## config.mk

```make
export PLATFORM = sky130hd
export DESIGN_NAME = circular_linked_queue_manager
export DESIGN_NICKNAME = d
export VERILOG_FILES = /design/src/rtl/clq_pkg.sv /design/src/rtl/clq_link_ram.sv /design/src/rtl/clq_ctrl.sv /design/src/rtl/circular_linked_queue_manager.sv
export SDC_FILE = /design/constraint.sdc
export NUM_CORES = 1
export LEC_CHECK = 0
export BUFFER_PORTS_ARGS = -buffer_cell sky130_fd_sc_hd__buf_2
export CAP_MARGIN = 20
export CORE_UTILIZATION = 55
export CTS_BUF_LIST = sky130_fd_sc_hd__clkbuf_4 sky130_fd_sc_hd__clkbuf_8
export DETAILED_ROUTE_END_ITERATION = 7
export MAX_ROUTING_LAYER = met4
export PLACE_DENSITY = 0.71
export SYNTH_ARGS = -nofsm -noshare
export SYNTH_HDL_FRONTEND = slang
export SYNTH_SLANG_ARGS = --single-unit
```

## constraint.sdc

```tcl
create_clock -name clk -period 5.25 [get_ports clk]
set_input_delay 0.2625 -clock clk [delete_from_list [all_inputs] [get_ports clk]]
set_output_delay 0.2625 -clock clk [all_outputs]
set_load 0.02 [all_outputs]
```

## src/rtl/clq_pkg.sv

```systemverilog
package clq_pkg;

    // Size of the element pool and the widths that follow from it.
    localparam int SLOTS  = 64;
    localparam int SLOT_W = $clog2(SLOTS);
    localparam int CNT_W  = $clog2(SLOTS + 1);

    // Fixed field widths of the request and response.
    localparam int ELEM_W = 6;
    localparam int LEN_W  = 7;

    typedef logic [SLOT_W-1:0] slot_t;
    typedef logic [CNT_W-1:0]  count_t;

    typedef enum logic
    {
        OP_APPEND = 1'b0,
        OP_REMOVE = 1'b1
    } op_t;

    typedef enum logic [1:0]
    {
        STATUS_OK     = 2'd0,
        STATUS_LINKED = 2'd1,
        STATUS_EMPTY  = 2'd2,
        STATUS_ABSENT = 2'd3
    } status_t;

    typedef struct packed
    {
        op_t                operation;
        logic [ELEM_W-1:0]  element;
    } req_t;

    typedef struct packed
    {
        status_t            status;
        logic [ELEM_W-1:0]  head_element;
        logic               queue_empty;
        logic [LEN_W-1:0]   queue_length;
    } rsp_t;

    // Access to one link memory in one cycle: one read and one write.
    typedef struct packed
    {
        logic   re;
        slot_t  raddr;
        logic   we;
        slot_t  waddr;
        slot_t  wdata;
    } ram_cmd_t;

endpackage

```

## src/rtl/clq_link_ram.sv

```systemverilog
module clq_link_ram
(
    input  logic               clk,
    input  clq_pkg::ram_cmd_t  cmd,
    output clq_pkg::slot_t     rdata
);

    clq_pkg::slot_t mem [clq_pkg::SLOTS];
    clq_pkg::slot_t rdata_reg;

    // Synchronous write port.
    always_ff @(posedge clk)
    begin
        if (cmd.we)
        begin
            mem[cmd.waddr] <= cmd.wdata;
        end
    end

    // Synchronous read port; the read data is registered.
    always_ff @(posedge clk)
    begin
        if (cmd.re)
        begin
            rdata_reg <= mem[cmd.raddr];
        end
    end

    assign rdata = rdata_reg;

endmodule

```

## src/rtl/clq_ctrl.sv

```systemverilog
module clq_ctrl
(
    input  logic               clk,
    input  logic               rst_n,
    input  logic               request_valid,
    output logic               request_ready,
    input  clq_pkg::req_t      request,
    output logic               response_valid,
    input  logic               response_ready,
    output clq_pkg::rsp_t      response,
    output clq_pkg::ram_cmd_t  next_cmd,
    input  clq_pkg::slot_t     next_rdata,
    output clq_pkg::ram_cmd_t  prev_cmd,
    input  clq_pkg::slot_t     prev_rdata
);

    typedef enum logic [2:0]
    {
        S_IDLE,
        S_APPEND1,
        S_APPEND2,
        S_REMOVE,
        S_PUSH
    } state_t;

    state_t                      state_reg, state_next;
    clq_pkg::slot_t              elem_reg, elem_next;
    clq_pkg::slot_t              tail_reg, tail_next;
    clq_pkg::slot_t              head_reg, head_next;
    logic                        empty_reg, empty_next;
    clq_pkg::count_t             count_reg, count_next;
    logic [clq_pkg::SLOTS-1:0]   flags_reg, flags_next;
    clq_pkg::rsp_t               res_reg, res_next;
    logic                        out_valid_reg, out_valid_next;
    clq_pkg::rsp_t               out_reg, out_next;

    logic                        accept;
    logic                        in_range;
    clq_pkg::slot_t              idx_in;
    clq_pkg::status_t            status_next;

    assign request_ready  = (state_reg == S_IDLE);
    assign accept         = request_valid && request_ready;
    assign idx_in         = clq_pkg::SLOT_W'(request.element);
    assign in_range       = (32'(request.element) < 32'(clq_pkg::SLOTS));
    assign response_valid = out_valid_reg;
    assign response       = out_reg;

    // Sequencer: check flags and start the link reads on acceptance, then rewrite the links unless the request fails.
    always_comb
    begin
        state_next  = state_reg;
        elem_next   = elem_reg;
        tail_next   = tail_reg;
        head_next   = head_reg;
        empty_next  = empty_reg;
        count_next  = count_reg;
        flags_next  = flags_reg;
        status_next = clq_pkg::STATUS_OK;
        next_cmd    = '0;
        prev_cmd    = '0;

        case (state_reg)
            S_IDLE:
            begin
                if (accept)
                begin
                    elem_next      = idx_in;
                    // Remove needs both links of the element; append needs the tail.
                    next_cmd.re    = 1'b1;
                    next_cmd.raddr = idx_in;
                    prev_cmd.re    = 1'b1;
                    prev_cmd.raddr = (request.operation == clq_pkg::OP_APPEND) ?
                                     head_reg : idx_in;
                    if (request.operation == clq_pkg::OP_APPEND)
                    begin
                        if (!in_range)
                        begin
                            status_next = clq_pkg::STATUS_ABSENT;
                            state_next  = S_PUSH;
                        end
                        else if (flags_reg[idx_in])
                        begin
                            status_next = clq_pkg::STATUS_LINKED;
                            state_next  = S_PUSH;
                        end
                        else
                        begin
                            state_next = S_APPEND1;
                        end
                    end
                    else
                    begin
                        if (empty_reg)
                        begin
                            status_next = clq_pkg::STATUS_EMPTY;
                            state_next  = S_PUSH;
                        end
                        else if (!in_range || !flags_reg[idx_in])
                        begin
                            status_next = clq_pkg::STATUS_ABSENT;
                            state_next  = S_PUSH;
                        end
                        else
                        begin
                            state_next = S_REMOVE;
                        end
                    end
                end
            end

            S_APPEND1:
            begin
                next_cmd.we    = 1'b1;
                next_cmd.waddr = elem_reg;
                prev_cmd.we    = 1'b1;
                prev_cmd.waddr = elem_reg;
                if (empty_reg)
                begin
                    // First element links to itself and becomes the head.
                    next_cmd.wdata       = elem_reg;
                    prev_cmd.wdata       = elem_reg;
                    head_next            = elem_reg;
                    empty_next           = 1'b0;
                    flags_next[elem_reg] = 1'b1;
                    count_next           = count_reg + clq_pkg::CNT_W'(1);
                    state_next           = S_PUSH;
                end
                else
                begin
                    // The new element sits between the old tail and the head.
                    tail_next      = prev_rdata;
                    next_cmd.wdata = head_reg;
                    prev_cmd.wdata = prev_rdata;
                    state_next     = S_APPEND2;
                end
            end

            S_APPEND2:
            begin
                next_cmd.we          = 1'b1;
                next_cmd.waddr       = tail_reg;
                next_cmd.wdata       = elem_reg;
                prev_cmd.we          = 1'b1;
                prev_cmd.waddr       = head_reg;
                prev_cmd.wdata       = elem_reg;
                flags_next[elem_reg] = 1'b1;
                count_next           = count_reg + clq_pkg::CNT_W'(1);
                state_next           = S_PUSH;
            end

            S_REMOVE:
            begin
                // Join the neighbours of the element to each other.
                prev_cmd.we    = 1'b1;
                prev_cmd.waddr = next_rdata;
                prev_cmd.wdata = prev_rdata;
                next_cmd.we    = 1'b1;
                next_cmd.waddr = prev_rdata;
                next_cmd.wdata = next_rdata;
                if (elem_reg == head_reg)
                begin
                    if (next_rdata == elem_reg)
                    begin
                        empty_next = 1'b1;
                        head_next  = '0;
                    end
                    else
                    begin
                        head_next = next_rdata;
                    end
                end
                flags_next[elem_reg] = 1'b0;
                if (count_reg != '0)
                begin
                    count_next = count_reg - clq_pkg::CNT_W'(1);
                end
                state_next = S_PUSH;
            end

            S_PUSH:
            begin
                if (!out_valid_reg || response_ready)
                begin
                    state_next = S_IDLE;
                end
            end

            default:
            begin
                state_next = S_IDLE;
            end
        endcase
    end

    // Result as seen after this cycle's updates.
    always_comb
    begin
        res_next              = res_reg;
        res_next.status       = status_next;
        res_next.head_element = empty_next ? '0 : clq_pkg::ELEM_W'(head_next);
        res_next.queue_empty  = empty_next;
        res_next.queue_length = clq_pkg::LEN_W'(count_next);
    end

    // Output register: loaded from the pending result when the slot is free.
    always_comb
    begin
        out_valid_next = out_valid_reg;
        out_next       = out_reg;
        if (out_valid_reg && response_ready)
        begin
            out_valid_next = 1'b0;
        end
        if (state_reg == S_PUSH && (!out_valid_reg || response_ready))
        begin
            out_valid_next = 1'b1;
            out_next       = res_reg;
        end
    end

    // State and control registers.
    always_ff @(posedge clk or negedge rst_n)
    begin
        if (!rst_n)
        begin
            state_reg     <= S_IDLE;
            head_reg      <= '0;
            empty_reg     <= 1'b1;
            count_reg     <= '0;
            flags_reg     <= '0;
            out_valid_reg <= 1'b0;
        end
        else
        begin
            state_reg     <= state_next;
            head_reg      <= head_next;
            empty_reg     <= empty_next;
            count_reg     <= count_next;
            flags_reg     <= flags_next;
            out_valid_reg <= out_valid_next;
        end
    end

    // Payload registers.
    always_ff @(posedge clk)
    begin
        elem_reg <= elem_next;
        tail_reg <= tail_next;
        out_reg  <= out_next;
        if (state_next == S_PUSH && state_reg != S_PUSH)
        begin
            res_reg <= res_next;
        end
    end

endmodule

```

## src/rtl/circular_linked_queue_manager.sv

```systemverilog
// Channel    Direction  Handshake                        Payload
// request    in         request_valid / request_ready    clq_pkg::req_t
// response   out        response_valid / response_ready  clq_pkg::rsp_t
//
// One request is processed at a time, taken only while the sequencer is
// idle. Errors go from idle straight to push; a remove passes S_REMOVE and
// an append S_APPEND1 and S_APPEND2 (only S_APPEND1 on an empty queue), as
// each link memory has a registered read and one write port. A finished
// response waits in the output register; the next request is taken while
// it waits. Reset empties the queue at once; link memories are not cleared.
module circular_linked_queue_manager
(
    input  logic           clk,
    input  logic           rst_n,
    input  logic           request_valid,
    output logic           request_ready,
    input  clq_pkg::req_t  request,
    output logic           response_valid,
    input  logic           response_ready,
    output clq_pkg::rsp_t  response
);

    clq_pkg::ram_cmd_t next_cmd;
    clq_pkg::ram_cmd_t prev_cmd;
    clq_pkg::slot_t    next_rdata;
    clq_pkg::slot_t    prev_rdata;

    // Sequencer, flags and output register.
    clq_ctrl u_ctrl
    (
        .clk            (clk),
        .rst_n          (rst_n),
        .request_valid  (request_valid),
        .request_ready  (request_ready),
        .request        (request),
        .response_valid (response_valid),
        .response_ready (response_ready),
        .response       (response),
        .next_cmd       (next_cmd),
        .next_rdata     (next_rdata),
        .prev_cmd       (prev_cmd),
        .prev_rdata     (prev_rdata)
    );

    // Successor links.
    clq_link_ram u_next_ram
    (
        .clk   (clk),
        .cmd   (next_cmd),
        .rdata (next_rdata)
    );

    // Predecessor links.
    clq_link_ram u_prev_ram
    (
        .clk   (clk),
        .cmd   (prev_cmd),
        .rdata (prev_rdata)
    );

endmodule

```

==> flow_summary.yaml <==
logic_synthesis:
  ys_seq_area_share_pct: 71.3
  yosysTopAreaCell: "edfxtp_1"
  syn_area_um2: 37600
  synth-seq-cells: 906
  synth.area.top_cells: "edfxtp_1 66%, dfrtp_1 5.4%, mux2_2 3.4%"
  yosys_warnings: 0
  synth_top_area_share_pct: 65.9
  avgSynthCellArea_um2: 14.7
  synth_nets: 2561
  synth_edf_count: 824
  synth_cell_types: 65
  synthArstFlopShare_pct: 9.05
  synth_ff_type: "edfxtp_1"
  syn_inst: 2547
clock_tree:
  cts_root_buffer: "clkbuf_8"
  cts_made_buffers: 143
  cts.sinks: 906
  post-cts-setup-buffers: 0
  cts-resized-gates: 0
  ctsHoldBuffers: 6
  clock_path_buffers: 3
  cts_tree: "built"
  clock_latency_ns: 0.79
  clk_pin_slew_ns: 0.07
  h-tree-depth: 4
status:
  outcome: "completed"
timing:
  rsz0062_at_grt: "false"
  fin_crit_sh_pct: 86.6
  setup_viol: 0
  skew_ns: 0.0466
  whs_ns: 0.156
  worstMarginPinSlew_ns: 1.18
  relSlewSlack_pct: 21.3
  drv_slew: 0
  fmax_ghz: 0.220
  setup_tns_ns: 0
  period_minus_slack_ns: 4.55
  hold_viol_final: 0
  setup_slack_ns: 0.704
floorplan:
  dieArea_um2: 69300
  placementRows: 95
  io_pins: 29
  die_h_um: 263
  die_w_um: 263
  core_um2: 67400
  start_util_pct: 55.7
critical_path:
  crit_path_cell_trace: "buf_4 -> or4b_4 -> clkinv_2 -> nand2_8 -> a211oi_1 -> a311oi_1 -> a21o_1 -> a2111oi_0 -> o22ai_1"
  crit_start: "u_ctrl.state_reg[0]"
  cp_slowest_stage_delay_ns: 0.80
  crit_arrival_ns: 5.01
  r2r_start: "u_ctrl.state_reg[0]"
  slowest_stage: "a2111oi_0"
  required_ns: 5.72
  start_kind: "flop"
  endpoint_kind: "flop"
  cp_max_fo: 115
  crit_type: "reg2reg"
placement:
  io_buffers: 28
  pre_cts_slack_ns: 0.785
  hpwl_mm: 55.4
  dp.cells: 3314
  gp_routability_congestion: 0.918
detailed_routing:
  vias: 23100
  drc: 0
  finalWirelength_mm: 89.8
  dr.first_iter.drc_count: 3166
  routedWlPerCell_um: 25.1
  firstDrtPassIters: 7
  ant_nets: 0
  vias_per_cell: 6.45
global_route:
  antenna_found_initial: 2
  grtUsageTotal_pct: 26.6
  grt_max_degree: 116
  grt.overflow.total: 0
  grt_pass1_vias: 22800
  grt_pass1_wl_mm: 136
layout:
  syn_to_final_growth_pct: 10.3
  top_regs: "u_next_ram.mem x384, u_prev_ram.mem x384"
  regArea_um2: 26800
  fin_cells: 3576
  fin_nets: 2612
  multi_input_area_um2: 10100
  n_fill_cell: 4860
  drive_gt1_share_pct: 18.2
pwr:
  seq_power_share_pct: 50.5
  swShare_pct: 28.8
  leakage_nw: 13.8
  p_total_mw: 17.8
  switching_power_mw: 5.11
  ir_drop_mv: 0.303
  power_density_nw_per_um2: 429
  internal_power_mw: 12.7
  p_clk_share_pct: 32.6
  combPwrFrac_pct: 16.9
flow_run:
  cap_violations: 0
worst_hold_path:
  hold_class: "in2reg"
  worstHoldStart: "request[1]"
[cell usage in the layout, fill, tap and decap left out, drive strengths merged, types with 8 or more instances in the layout]
cell type,n
a211oi,96
a21o,8
a21oi,123
a221o,12
a311oi,36
a31oi,56
and2,23
and3,56
buf,76
clkbuf,201
clkinv,35
dfrtp,81
edfxtp,824
inv,17
mux2,113
mux2i,107
mux4,31
nand2,193
nand2b,8
nand3,47
nand3b,9
nor2,203
nor3,14
o211ai,8
o21ai,63
o221ai,38
o22ai,79
o31ai,38
[final cells by class]
| type | instances | area share, % |
|---|---|---|
| Antenna cell | 3 | 0.0181 |
| Clock buffer | 201 | 5.94 |
| Clock inverter | 46 | 0.676 |
| Inverter | 10 | 0.0936 |
| Multi-Input combinational cell | 1454 | 24.3 |
| Sequential cell | 906 | 64.7 |
| Tap cell | 873 | 2.64 |
| Timing Repair Buffer | 83 | 1.63 |
[power groups by stage]
stage	registers [mW]	logic (mW)	clock network, mW
2_1_floorplan	9.04	1.90	0
3_3_place_gp	9.08	2.83	0
3_5_place_dp	9.11	2.93	0
4_1_cts	8.96	2.93	5.84
5_1_grt	9.01	3.22	6.14
6_report	8.97	3.00	5.79
[through the flow]
stage          area (µm²)  utilization [%]
2_1_floorplan       37600                -
3_3_place_gp        38500             57.1
3_5_place_dp        38500             57.1
4_1_cts             41300             61.3
5_1_grt             41400             61.5
6_report            41400             61.5
[logic make-up after synthesis]
| group | share of synthesized area, % |
|---|---|
| buffers and inverters | 2.24 |
| and+or+nand+nor | 7.44 |
| AOI/OAI and AO/OA | 10.5 |
| muxes | 8.10 |
| xor gates and xnor gates | 0.303 |
| adders and majority gates | 0.0999 |
| DFF | 71.3 |
[worst paths after layout]
path | endpoint | slack [ns] | cells after the start
min in group asynchronous | async pin | 0.52 | 3
setup / recovery | u_prev_ram.rdata[0] | 0.70 | 9
hold / removal | u_ctrl.elem_reg[1] | 0.16 | 1
max in group asynchronous | u_ctrl.empty_reg | 4.08 | 4
hold reg to reg | u_ctrl.response[14] | 0.41 | 0
setup reg to reg | u_prev_ram.rdata[0] | 0.70 | 9
[critical path, delay by kind of cell (launching register included)]
kind	cells	cell delay, ns
and+or+nand+nor	2	1.27
AOI/OAI and AO/OA	5	1.81
DFF	1	0.37
buffers and inverters	2	0.67
[synth_stat cells (38+ instances only)]
| cell type | instances |
|---|---|
| edfxtp_1 | 824 |
| nor2_1 | 198 |
| nand2_1 | 191 |
| a21oi_1 | 123 |
| mux2_2 | 113 |
| mux2i_1 | 107 |
| a211oi_1 | 95 |
| clkbuf_1 | 90 |
| dfrtp_1 | 81 |
| o22ai_1 | 79 |
| buf_2 | 61 |
| o21ai_0 | 60 |
| a31oi_1 | 56 |
| and3_1 | 56 |
| nand3_1 | 47 |
| o221ai_1 | 38 |
| o31ai_1 | 38 |
[metal layers]
metal  up-vias  GRT usage [%]  routed length [µm]
li1      10100              -                   -
met1     11500           36.2               37100
met2      1248           39.9               41900
met3       219           5.48                8070
met4         0           9.77                2770
met5         -              -                   0
No activity file was read; power rests on OpenSTA's default activity.
